[config.mk]
export PLATFORM = sky130hd
export DESIGN_NAME = gibb_cell
export DESIGN_NICKNAME = d
export VERILOG_FILES = /design/src/rtl/gibb_pkg.sv /design/src/rtl/gibb_cell.sv
export SDC_FILE = /design/constraint.sdc
export NUM_CORES = 1
export LEC_CHECK = 0
export BUFFER_PORTS_ARGS = -buffer_cell sky130_fd_sc_hd__clkbuf_2
export CAP_MARGIN = 20
export CORE_ASPECT_RATIO = 1.4
export CORE_MARGIN = 2
export CORE_UTILIZATION = 38
export DETAILED_ROUTE_END_ITERATION = 6
export PLACE_DENSITY = 0.86
export SYNTH_ARGS = -nofsm -noshare
export SYNTH_HDL_FRONTEND = slang
export SYNTH_SLANG_ARGS = --single-unit
[constraint.sdc]
create_clock -name clk_i -period 2.5 [get_ports clk_i]
set_input_delay 0.25 -clock clk_i [delete_from_list [all_inputs] [get_ports clk_i]]
set_output_delay 0.25 -clock clk_i [all_outputs]
set_load 0.01 [all_outputs]
[src/rtl/gibb_pkg.sv]
// package: shared types and codes for the gf2 basis builder
package gibb_pkg;

  localparam int unsigned WordBits = 64;
  localparam int unsigned MaxWords = 5;

  localparam logic [1:0] REQ_INSERT = 2'd0;
  localparam logic [1:0] REQ_REDUCE = 2'd1;
  localparam logic [1:0] REQ_READ   = 2'd2;

  typedef enum logic [3:0] {
    ST_IDLE,
    ST_INS_SCAN,
    ST_INS_XOR,
    ST_INS_WR,
    ST_RED_P,
    ST_RED_E,
    ST_RED_CHK,
    ST_RED_TST,
    ST_RED_LD,
    ST_RED_XOR,
    ST_RED_WB,
    ST_RD_WAIT,
    ST_DONE
  } gibb_state_e;

  typedef struct packed {
    logic load;
    logic shift;
  } gibb_ctrl_t;

endpackage

[src/rtl/gibb_cell.sv]
// one word cell of the rotating vector chain
module gibb_cell (
  input  logic                 clk_i,
  input  gibb_pkg::gibb_ctrl_t ctrl_i,
  input  logic [63:0]          load_data_i,
  input  logic [63:0]          shift_in_i,
  output logic [63:0]          word_o
);
  import gibb_pkg::*;

  logic [WordBits-1:0] word_q, word_d;

  always_comb begin
    word_d = word_q;
    if (ctrl_i.load) begin
      word_d = load_data_i;
    end else if (ctrl_i.shift) begin
      word_d = shift_in_i;
    end
  end

  always_ff @(posedge clk_i) begin
    word_q <= word_d;
  end

  assign word_o = word_q;

endmodule

# == After elaboration in Yosys (flattened, before gate mapping) ==
# Index checks and enable logic that the tools add are counted.
# totals
regBits,64
latch_bits,0
mem_bits_rw,0
mem_bits_ro,0
output_inout_bits,64
mem_count,0
# classes
add_sub_neg,0
multipliers,0
div,0
order_cmp,0
eq_ne,0
shifts,0
mux,2
bitwise,0
n_reduce_logical,1
# ops
operator,n
$mux 64,2
$reduce_bool 2->1,1

# == Depth between registers and ports, before layout ==
# Gate-level depths: netlist (run 1).
# logic_depth
depth_word,2
ltp_mapped,3

# == Least setup slack after synthesis (run 1) ==
# OpenSTA, ideal clock, no wires.
# synth_path
kind,input-to-reg
from,input port ctrl_i[1] (netlist bit)
to,"register word_q[0] (netlist: word_o[0]), enable pin"
setup_ns,0.426
t_arrival_ns,1.999
path_slack_ns,0.076
path_stages,3
path_cell_list,buf_6 -> buf_6 -> or2_1
# synth_between
elab_chain_len,1
# synth_lines
item,line,rtl
from (decl),gibb_cell.sv:4,"input gibb_pkg::gibb_ctrl_t ctrl_i,"
$reduce_bool 2->1 (no line),--,
to (signal assigned),gibb_cell.sv:23,word_q <= word_d;
to (decl),gibb_cell.sv:11,"logic [WordBits-1:0] word_q, word_d;"
# No other way between the ends.
# A chain may end at the register's enable or synchronous reset.

# == Worst setup path in the final report (run 1) ==
# layout_path
from,input port ctrl_i[1] (netlist bit)
to,"register word_q[58] (netlist: word_o[58]), data pin"
# layout_between
elab_chain_len,1
# layout_lines
item,line,rtl
$mux 64,gibb_cell.sv:15,if (ctrl_i.load) begin
via word_d[58],gibb_cell.sv:11,
# The timed path passes the listed nets, and every way through them passes these cells.

==> results_dict.tcl, run 1 <==
set metrics [dict create \
    ys.flop_type "edfxtp_1" \
    min_path_cells 2 \
    row_count 37 \
    required_ns 2.57 \
    yosysWarnings 0 \
    final-setup-viol-count 0 \
    power_mw 2.50 \
    period_share_pct 49.6 \
    setup_tns_ns 0 \
    outcome "finished clean" \
    post_drt_via_cell_ratio 4.55 \
    synth_area_per_cell_um2 21.4 \
    numPortBuffers 194 \
    cp-start-kind "input pin" \
    rsz0062_at_grt "false" \
    power_density_nw_per_um2 606 \
    syn_to_final_growth_pct 41.8 \
    synth_seq_cells 64 \
    die_area_um2 8370 \
    drt-initial-drc-count 79 \
    hold_viol_final 0 \
    netlist_top_cells_count "edfxtp_1 (64), mux2_4 (49), mux2_2 (15), buf_6 (6)" \
    ys_seq_area_share_pct 66.1 \
    power_frac_clock_pct 27.3 \
    grt_max_degree 65 \
    vias 1989 \
    hp-class "in2reg" \
    min_period_ns 1.24 \
    cts_tree "yes" \
    drv_slew 0 \
    cellLeakagePower_nw 2.02 \
    layout-drive-gt1-share_pct 80.0 \
    firstDrtPassIters 4 \
    synth.most_common_cell "edfxtp_1" \
    cts_max_level 3 \
    synth-edff-count 64 \
    placeableCoreArea_um2 7410 \
    die_x_um 77.9 \
    worst_slew_margin_rel_pct 72.9 \
    synth_cell_types 6 \
    synth_area_leaders "edfxtp_1 (66%), mux2_4 (25%), mux2_2 (5.8%)" \
    syn-num-nets 267 \
    end_kind "register" \
    final_antenna_net_count 0 \
    antenna_found_initial 0 \
    largest_reg_flops 64 \
    dieHeight_um 107 \
    fmax_mhz 807 \
    postCtsSetupRepairBufs 0 \
    synth.largest_area_cell "edfxtp_1" \
    insertedDiodeCount 0 \
    cts_root_buf "clkbuf_8" \
    clk_pin_slew_ns 0.06 \
    grt_pass1_wl_um 9180 \
    post_cts_resized 0 \
    hpwl_um 5110 \
    track_usage_pct 14.6 \
    power_frac_comb_pct 18.6 \
    cts_buffers 9 \
    p_seq_share_pct 54.1 \
    drv_cap 0 \
    synth_top_area_share_pct 66.1 \
    p_sw_mw 0.571 \
    arrival_ns 1.31 \
    clock_sinks 64 \
    critPathKind "in2reg" \
    start_util_pct 39.2 \
    hold_buffers 0 \
    intPower_mw 1.92 \
    p_sw_share_pct 22.9 \
    synthArstFlopShare_pct 0 \
    nets 468 \
    netlist_instances 136 \
    clockBufferDepth 2 \
    routedWlPerCell_um 14.8 \
    drcViolationCount 0 \
    vdd_drop_max_uv 354 \
    ios 195 \
    grt_overflow 0 \
    cp_max_fo 25 \
    drt_wl_total_um 6470 \
    synth_area_um2 2910 \
    worst_pin_slew_ns 0.407 \
    first_global_vias 2054 \
    gp_congestion 0.790 \
]
final timing paths:
check | slack, ns | startpoint | end
setup / recovery | 1.26 | ctrl_i[1] | word_o[58]
hold / removal | 0.22 | load_data_i[22] | word_o[22]
power groups by stage:
stage	combinational [mW]	sequential [mW]	clock (mW)
floorplan	0.167	1.44	0
global placement	0.459	1.37	0
detailed placement	0.472	1.37	0
CTS	0.473	1.35	0.710
global route	0.496	1.36	0.757
finish	0.465	1.35	0.680
per-stage QoR:
stage	hold WS, ns	cells	utilization, %	worst slack, ns	cell area, um2
finish	0.224	437	55.6	1.26	4120
global route	0.204	437	55.6	1.23	4120
CTS	0.200	437	55.6	1.27	4120
detailed placement	0.554	423	53.7	0.912	3980
global placement	0.550	423	53.7	0.955	3980
floorplan	0.467	136	-	0.0756	2910
layout make-up:
cell class                      count  area [um2]
Sequential cell                    64        1920
Timing Repair Buffer              197        1020
Clock buffer                       12         135
Tap cell                           97         121
Multi-Input combinational cell     65         911
Fill cell                         621        3290
Clock inverter                      2        8.76
cell families after synthesis:
| kind of cell | count (synthesis) | synth area share, % |
|---|---|---|
| simple gates | 1 | 0.215 |
| mux | 64 | 31.1 |
| flops | 64 | 66.1 |
| buf+inv | 7 | 2.50 |
worst max-delay path, cell delays in order:
cell and delay [ns]:
buf_4 0.34, buf_4 0.35, mux2_4 0.34
per-layer routing:
layer  part of all wire, %  global-route usage, %  routed length [um]  up-vias
li1                      -                      -                   -      933
met4                   3.4                   10.4                 219        0
met1                    33                   13.6                2170      918
met2                    55                   27.1                3560      121
met3                   8.2                   4.03                 532       17
met5                     0                      0                   0        -
cell usage in the layout (no fill, tap or decap):
master,n
mux2_2,15
clkinv_1,1
clkbuf_2,193
clkinv_2,1
clkbuf_8,9
or2_2,1
clkbuf_1,3
edfxtp_1,64
buf_4,2
mux2_4,49
buf_12,2
(Power assumes the default switching activity.)
==> run 2: changes to the inputs <==
--- a/config.mk
+++ b/config.mk
@@ -5,13 +5,14 @@
 export SDC_FILE = /design/constraint.sdc
 export NUM_CORES = 1
 export LEC_CHECK = 0
+export ABC_AREA = 1
 export BUFFER_PORTS_ARGS = -buffer_cell sky130_fd_sc_hd__clkbuf_2
 export CAP_MARGIN = 20
 export CORE_ASPECT_RATIO = 1.4
 export CORE_MARGIN = 2
-export CORE_UTILIZATION = 38
+export CORE_UTILIZATION = 41
 export DETAILED_ROUTE_END_ITERATION = 6
-export PLACE_DENSITY = 0.86
+export PLACE_DENSITY = 0.89
 export SYNTH_ARGS = -nofsm -noshare
 export SYNTH_HDL_FRONTEND = slang
 export SYNTH_SLANG_ARGS = --single-unit
==> constraint.sdc (replaced) <==
create_clock -name clk_i -period 1.2 [get_ports clk_i]
set_input_delay 0.12 -clock clk_i [delete_from_list [all_inputs] [get_ports clk_i]]
set_output_delay 0.12 -clock clk_i [all_outputs]
set_load 0.01 [all_outputs]
==> run 2 against run 1 <==
Effect of this change: first-iteration DRC count rose by 3.8%; cell count up 25%; utilization increased by 5.2 points; area after synthesis fell by 5.2%; critical path depth decreased by 1; routed wire length grew 5.1%; cell area down 3.7%; combinational power grew 89%; total power grew 130%; clock-buffer cell count is 2 lower; critical path type unchanged; largest cell class unchanged.
==> results_dict.tcl, run 2 <==
set metrics [dict create \
    grt_overflow 0 \
    drv_slew 0 \
    drt_wl_total_um 6810 \
    track_usage_pct 18.2 \
    synth_area_leaders "edfxtp_1 (70%), nand2_1 (26%), buf_6 (2.5%)" \
    first_global_vias 2300 \
    cp-start-kind "input pin" \
    drcViolationCount 0 \
    postCtsSetupRepairBufs 0 \
    hp-class "in2reg" \
    syn_to_final_growth_pct 44.0 \
    insertedDiodeCount 0 \
    grt_pass1_wl_um 10100 \
    cts_max_level 3 \
    min_path_cells 3 \
    clockBufferDepth 2 \
    yosysWarnings 0 \
    worst_slew_margin_rel_pct 43.3 \
    fin_cells 547 \
    routedWlPerCell_um 12.4 \
    hp-start "shift_in_i[35]" \
    netlist_instances 271 \
    cts_tree "yes" \
    hpwl_um 5170 \
    cpMaxStageDelayCell "or2_4" \
    final_common_cell "clkbuf_2" \
    cellLeakagePower_nw 2.16 \
    synth_area_per_cell_um2 10.2 \
    synth.largest_area_cell "edfxtp_1" \
    cts_buffers 9 \
    row_count 35 \
    cp_max_fo 64 \
    synthArstFlopShare_pct 0 \
    netlist_top_cells_count "nand2_1 (192), edfxtp_1 (64), buf_2 (7), buf_6 (6)" \
    place_ws_ns -0.126 \
    drt-initial-drc-count 82 \
    clk_pin_slew_ns 0.07 \
    syn-num-nets 402 \
    critPathKind "in2reg" \
    die_x_um 73.3 \
    largest_reg_flops 64 \
    arrival_ns 0.92 \
    power_density_nw_per_um2 1420 \
    synth-edff-count 64 \
    ys.flop_type "edfxtp_1" \
    crit_path_cell_trace "clkbuf_2 -> or2_4" \
    final_antenna_net_count 0 \
    drv_cap 0 \
    layout-drive-gt1-share_pct 45.5 \
    post_cts_resized 0 \
    crit_buf_inv 1 \
    start_util_pct 42.2 \
    final-setup-viol-count 0 \
    regArea_um2 1920 \
    min_period_ns 0.973 \
    ios 195 \
    hold_buffers 0 \
    required_ns 1.15 \
    firstDrtPassIters 4 \
    power_mw 5.63 \
    vias 2502 \
    fin_ws_ns 0.227 \
    hold_viol_final 0 \
    period_share_pct 81.1 \
    clock_sinks 64 \
    synth_seq_cells 64 \
    cpPeakStageDelay_ns 0.66 \
    outcome "finished clean" \
    dp_cells 531 \
    cts_root_buf "clkbuf_8" \
    post_drt_via_cell_ratio 4.57 \
    fmax_mhz 1030 \
    ys_seq_area_share_pct 69.8 \
    fill_cells 548 \
    die_area_um2 7400 \
    min_to "word_o[35]" \
    placeableCoreArea_um2 6530 \
    synth_area_um2 2760 \
    multi_input_area_um2 729 \
    gp_congestion 0.760 \
    synth.most_common_cell "nand2_1" \
    synth_cell_types 6 \
    antenna_found_initial 0 \
    end_kind "register" \
    path_delay_family "simple AND/OR/NAND/NOR gates" \
    vdd_drop_max_uv 910 \
    dieHeight_um 101 \
    grt_max_degree 65 \
    nets 599 \
    numPortBuffers 194 \
    final_cell_mix "clkbuf_2 (194), nand2_1 (192), edfxtp_1 (64), clkbuf_8 (9), buf_4 (5)" \
    synth_top_area_share_pct 69.8 \
    rsz0062_at_grt "false" \
    worst_pin_slew_ns 0.850 \
]
## run 2: metrics by stage
stage,area (um2),util [%],setup TNS (ns),hold WS (ns)
after floorplan,2760,-,0,0.299
after global placement,3760,57.6,-5.29,0.385
after detailed placement,3760,57.6,-7.86,0.387
after CTS,3970,60.8,0,0.0324
after global routing,3970,60.8,0,0.0470
final,3970,60.8,0,0.0511
## run 2: layer usage
metal / vias up / global-route usage, % / share of wire (%)
met5: - / 0 / 0
met4: 0 / 8.26 / 2.1
met3: 16 / 5.40 / 6.2
met2: 111 / 32.2 / 54
met1: 1114 / 19.4 / 38
li1: 1261 / - / -
## run 2: worst max path at each step
stage / to / cells past startpoint / slack [ns] / startpoint
after floorplan: word_o[0] / 2 / 0.03 / ctrl_i[1]
final: word_o[36] / 2 / 0.23 / ctrl_i[1]
after global routing: word_o[36] / 2 / 0.17 / ctrl_i[1]
after detailed placement: word_o[42] / 2 / -0.13 / ctrl_i[1]
after global placement: word_o[32] / 2 / -0.09 / ctrl_i[1]
after CTS: word_o[48] / 1 / 0.21 / word_o[48]
## run 2: logic make-up after synthesis
group / synth area share [%]
AND/OR/NAND/NOR: 26.4
flip-flops: 69.8
buffers and inverters: 3.86
## run 2: report_power, final
| part | switching, mW | internal (mW) |
|---|---|---|
| Sequential | 0.0622 | 2.75 |
| Clock | 0.779 | 1.16 |
| Combinational | 0.494 | 0.387 |
| Total | 1.34 | 4.29 |
## run 2: layout make-up
| class | count | share of cell area [%] |
|---|---|---|
| Multi-Input combinational cell | 193 | 18.4 |
| Tap cell | 74 | 2.33 |
| Inverter | 1 | 0.0946 |
| Timing Repair Buffer | 199 | 25.4 |
| Clock inverter | 6 | 2.11 |
| Sequential cell | 64 | 48.4 |
| Clock buffer | 10 | 3.22 |
==> run 3: changes to the inputs <==
==> constraint.sdc (replaced) <==
create_clock -name clk_i -period 0.95 [get_ports clk_i]
set_input_delay 0.095 -clock clk_i [delete_from_list [all_inputs] [get_ports clk_i]]
set_output_delay 0.095 -clock clk_i [all_outputs]
set_load 0.01 [all_outputs]
==> run 3 against run 2 <==
Effect of this change: first-iteration DRC count up 20%; combinational power increased by 31%; via count is 1.2% higher; non-clock buffer count increased by 1; total power rose by 21%; sequential cell count unchanged; highest routed layer unchanged.
==> results_dict.tcl, run 3 (synthesis results as in run 2) <==
set metrics [dict create \
    outcome "finished clean" \
    largest_reg_flops 64 \
    drt_wl_total_um 7180 \
    power_frac_comb_pct 16.8 \
    power_density_nw_per_um2 1710 \
    drv_slew 0 \
    crit_buf_inv 1 \
    final_util_pct 61.2 \
    worst_pin_slew_ns 0.334 \
    vias 2531 \
    routedWlPerCell_um 13.1 \
    fill_cells 553 \
    cts_buffers 9 \
    hp-class "in2reg" \
    cts_max_level 3 \
    numPortBuffers 194 \
    start_util_pct 42.2 \
    cts_root_buf "clkbuf_8" \
    placeableCoreArea_um2 6530 \
    drt-initial-drc-count 98 \
    cp_max_fo 1 \
    final_common_cell "nand2_1" \
    hold_viol_final 0 \
    final_antenna_net_count 0 \
    p_sw_share_pct 24.3 \
    power_frac_clock_pct 31.2 \
    min_period_ns 0.942 \
    clockBufferDepth 2 \
    grt_overflow 0 \
    syn_to_final_growth_pct 44.8 \
    clk_pin_slew_ns 0.07 \
    grt_pass1_wl_um 10900 \
    grt_max_degree 38 \
    p_sw_mw 1.65 \
    place_ws_ns -0.0418 \
    layout-drive-gt1-share_pct 45.5 \
    cpPeakStageDelay_ns 0.38 \
    fin_ws_ns 0.00810 \
    period_share_pct 99.1 \
    arrival_ns 0.85 \
    path_delay_family "flip-flops" \
    critPathKind "reg2out" \
    cts_tree "yes" \
    cellLeakagePower_nw 2.18 \
    drv_cap 0 \
    die_area_um2 7400 \
    dieHeight_um 101 \
    fmax_mhz 1060 \
    hpwl_um 5600 \
    crit_path_cell_trace "clkbuf_2" \
    cpMaxStageDelayCell "edfxtp_1" \
    gp_congestion 0.778 \
    final_cell_mix "nand2_1 (192), clkbuf_2 (189), edfxtp_1 (64), clkbuf_8 (9), buf_2 (5)" \
    antenna_found_initial 0 \
    ios 195 \
    intPower_mw 5.16 \
    required_ns 0.85 \
    postCtsSetupRepairBufs 0 \
    cp-start-kind "register" \
    first_global_vias 2396 \
    p_seq_share_pct 52.0 \
    firstDrtPassIters 4 \
    end_kind "output port" \
    track_usage_pct 19.7 \
    post_drt_via_cell_ratio 4.63 \
    row_count 35 \
    vdd_drop_max_uv 843 \
    clock_sinks 64 \
    power_mw 6.81 \
    insertedDiodeCount 0 \
    nets 600 \
    rsz0062_at_grt "true" \
    worst_slew_margin_rel_pct 77.8 \
    final-setup-viol-count 0 \
    drcViolationCount 0 \
    die_x_um 73.3 \
]
-- run 3: changes by cell type in the layout (fill, tap and decap cells not counted), sizes merged --
cell	previous run	this run
bufinv	2	1
clkinv	2	4
buf	5	11
clkbuf	204	199
clkinvlp	2	0
-- run 3: power by group through the flow --
| stage | sequential [mW] | combinational (mW) | clock (mW) |
|---|---|---|---|
| 5_1_grt | 3.57 | 1.27 | 2.30 |
| 4_1_cts | 3.55 | 1.15 | 2.18 |
| 6_report | 3.54 | 1.15 | 2.12 |
| 2_1_floorplan | 3.78 | 0.318 | 0 |
| 3_5_place_dp | 3.61 | 1.15 | 0 |
| 3_3_place_gp | 3.59 | 1.12 | 0 |
-- run 3: metal layers --
| layer | up-vias | track usage [%] | routed length, um |
|---|---|---|---|
| li1 | 1263 | - | - |
| met1 | 1131 | 21.0 | 2660 |
| met2 | 122 | 35.1 | 3890 |
| met3 | 15 | 4.70 | 453 |
| met4 | 0 | 10.3 | 174 |
| met5 | - | 0 | 0 |
-- run 3: path summary, 6_finish.rpt --
| path | endpoint | depth (start not counted) | slack (ns) | startpoint |
|---|---|---|---|---|
| setup / recovery | word_o[22] | 1 | 0.008 | word_o[22] |
| hold / removal | word_o[42] | 3 | 0.03 | shift_in_i[42] |
-- run 3: layout make-up --
cell class | count | area [um2] | share of cell area [%]
clock buffers | 10 | 128 | 3.20
flip-flops and latches | 64 | 1920 | 48.2
repair buffers | 200 | 1070 | 26.7
clock inverters | 5 | 48.8 | 1.22
well taps | 74 | 92.6 | 2.32
multi-input cells | 193 | 729 | 18.3
inverters | 1 | 3.75 | 0.0941
-- run 3: timing repair --
action | CTS | global route
resized for setup | 0 | 5
hold buffers | 0 | 0
setup endpoints to repair | 13 | 53
gates cloned | 0 | 0
-- run 3: stage by stage --
stage	cell area [um2]	setup TNS, ns	hold WS [ns]	instances
2_1_floorplan	2770	-10.55	0.274	271
3_3_place_gp	3810	-0.794	0.360	532
3_5_place_dp	3810	-1.80	0.361	532
4_1_cts	3990	-0.0573	0.00901	547
5_1_grt	3990	-0.801	0.0158	547
6_report	3990	0	0.0283	547
-- run 3: tightest hold or removal path: stages --
cell and delay, ns:
clkbuf_2 0.07, nand2_1 0.04, nand2_1 0.04
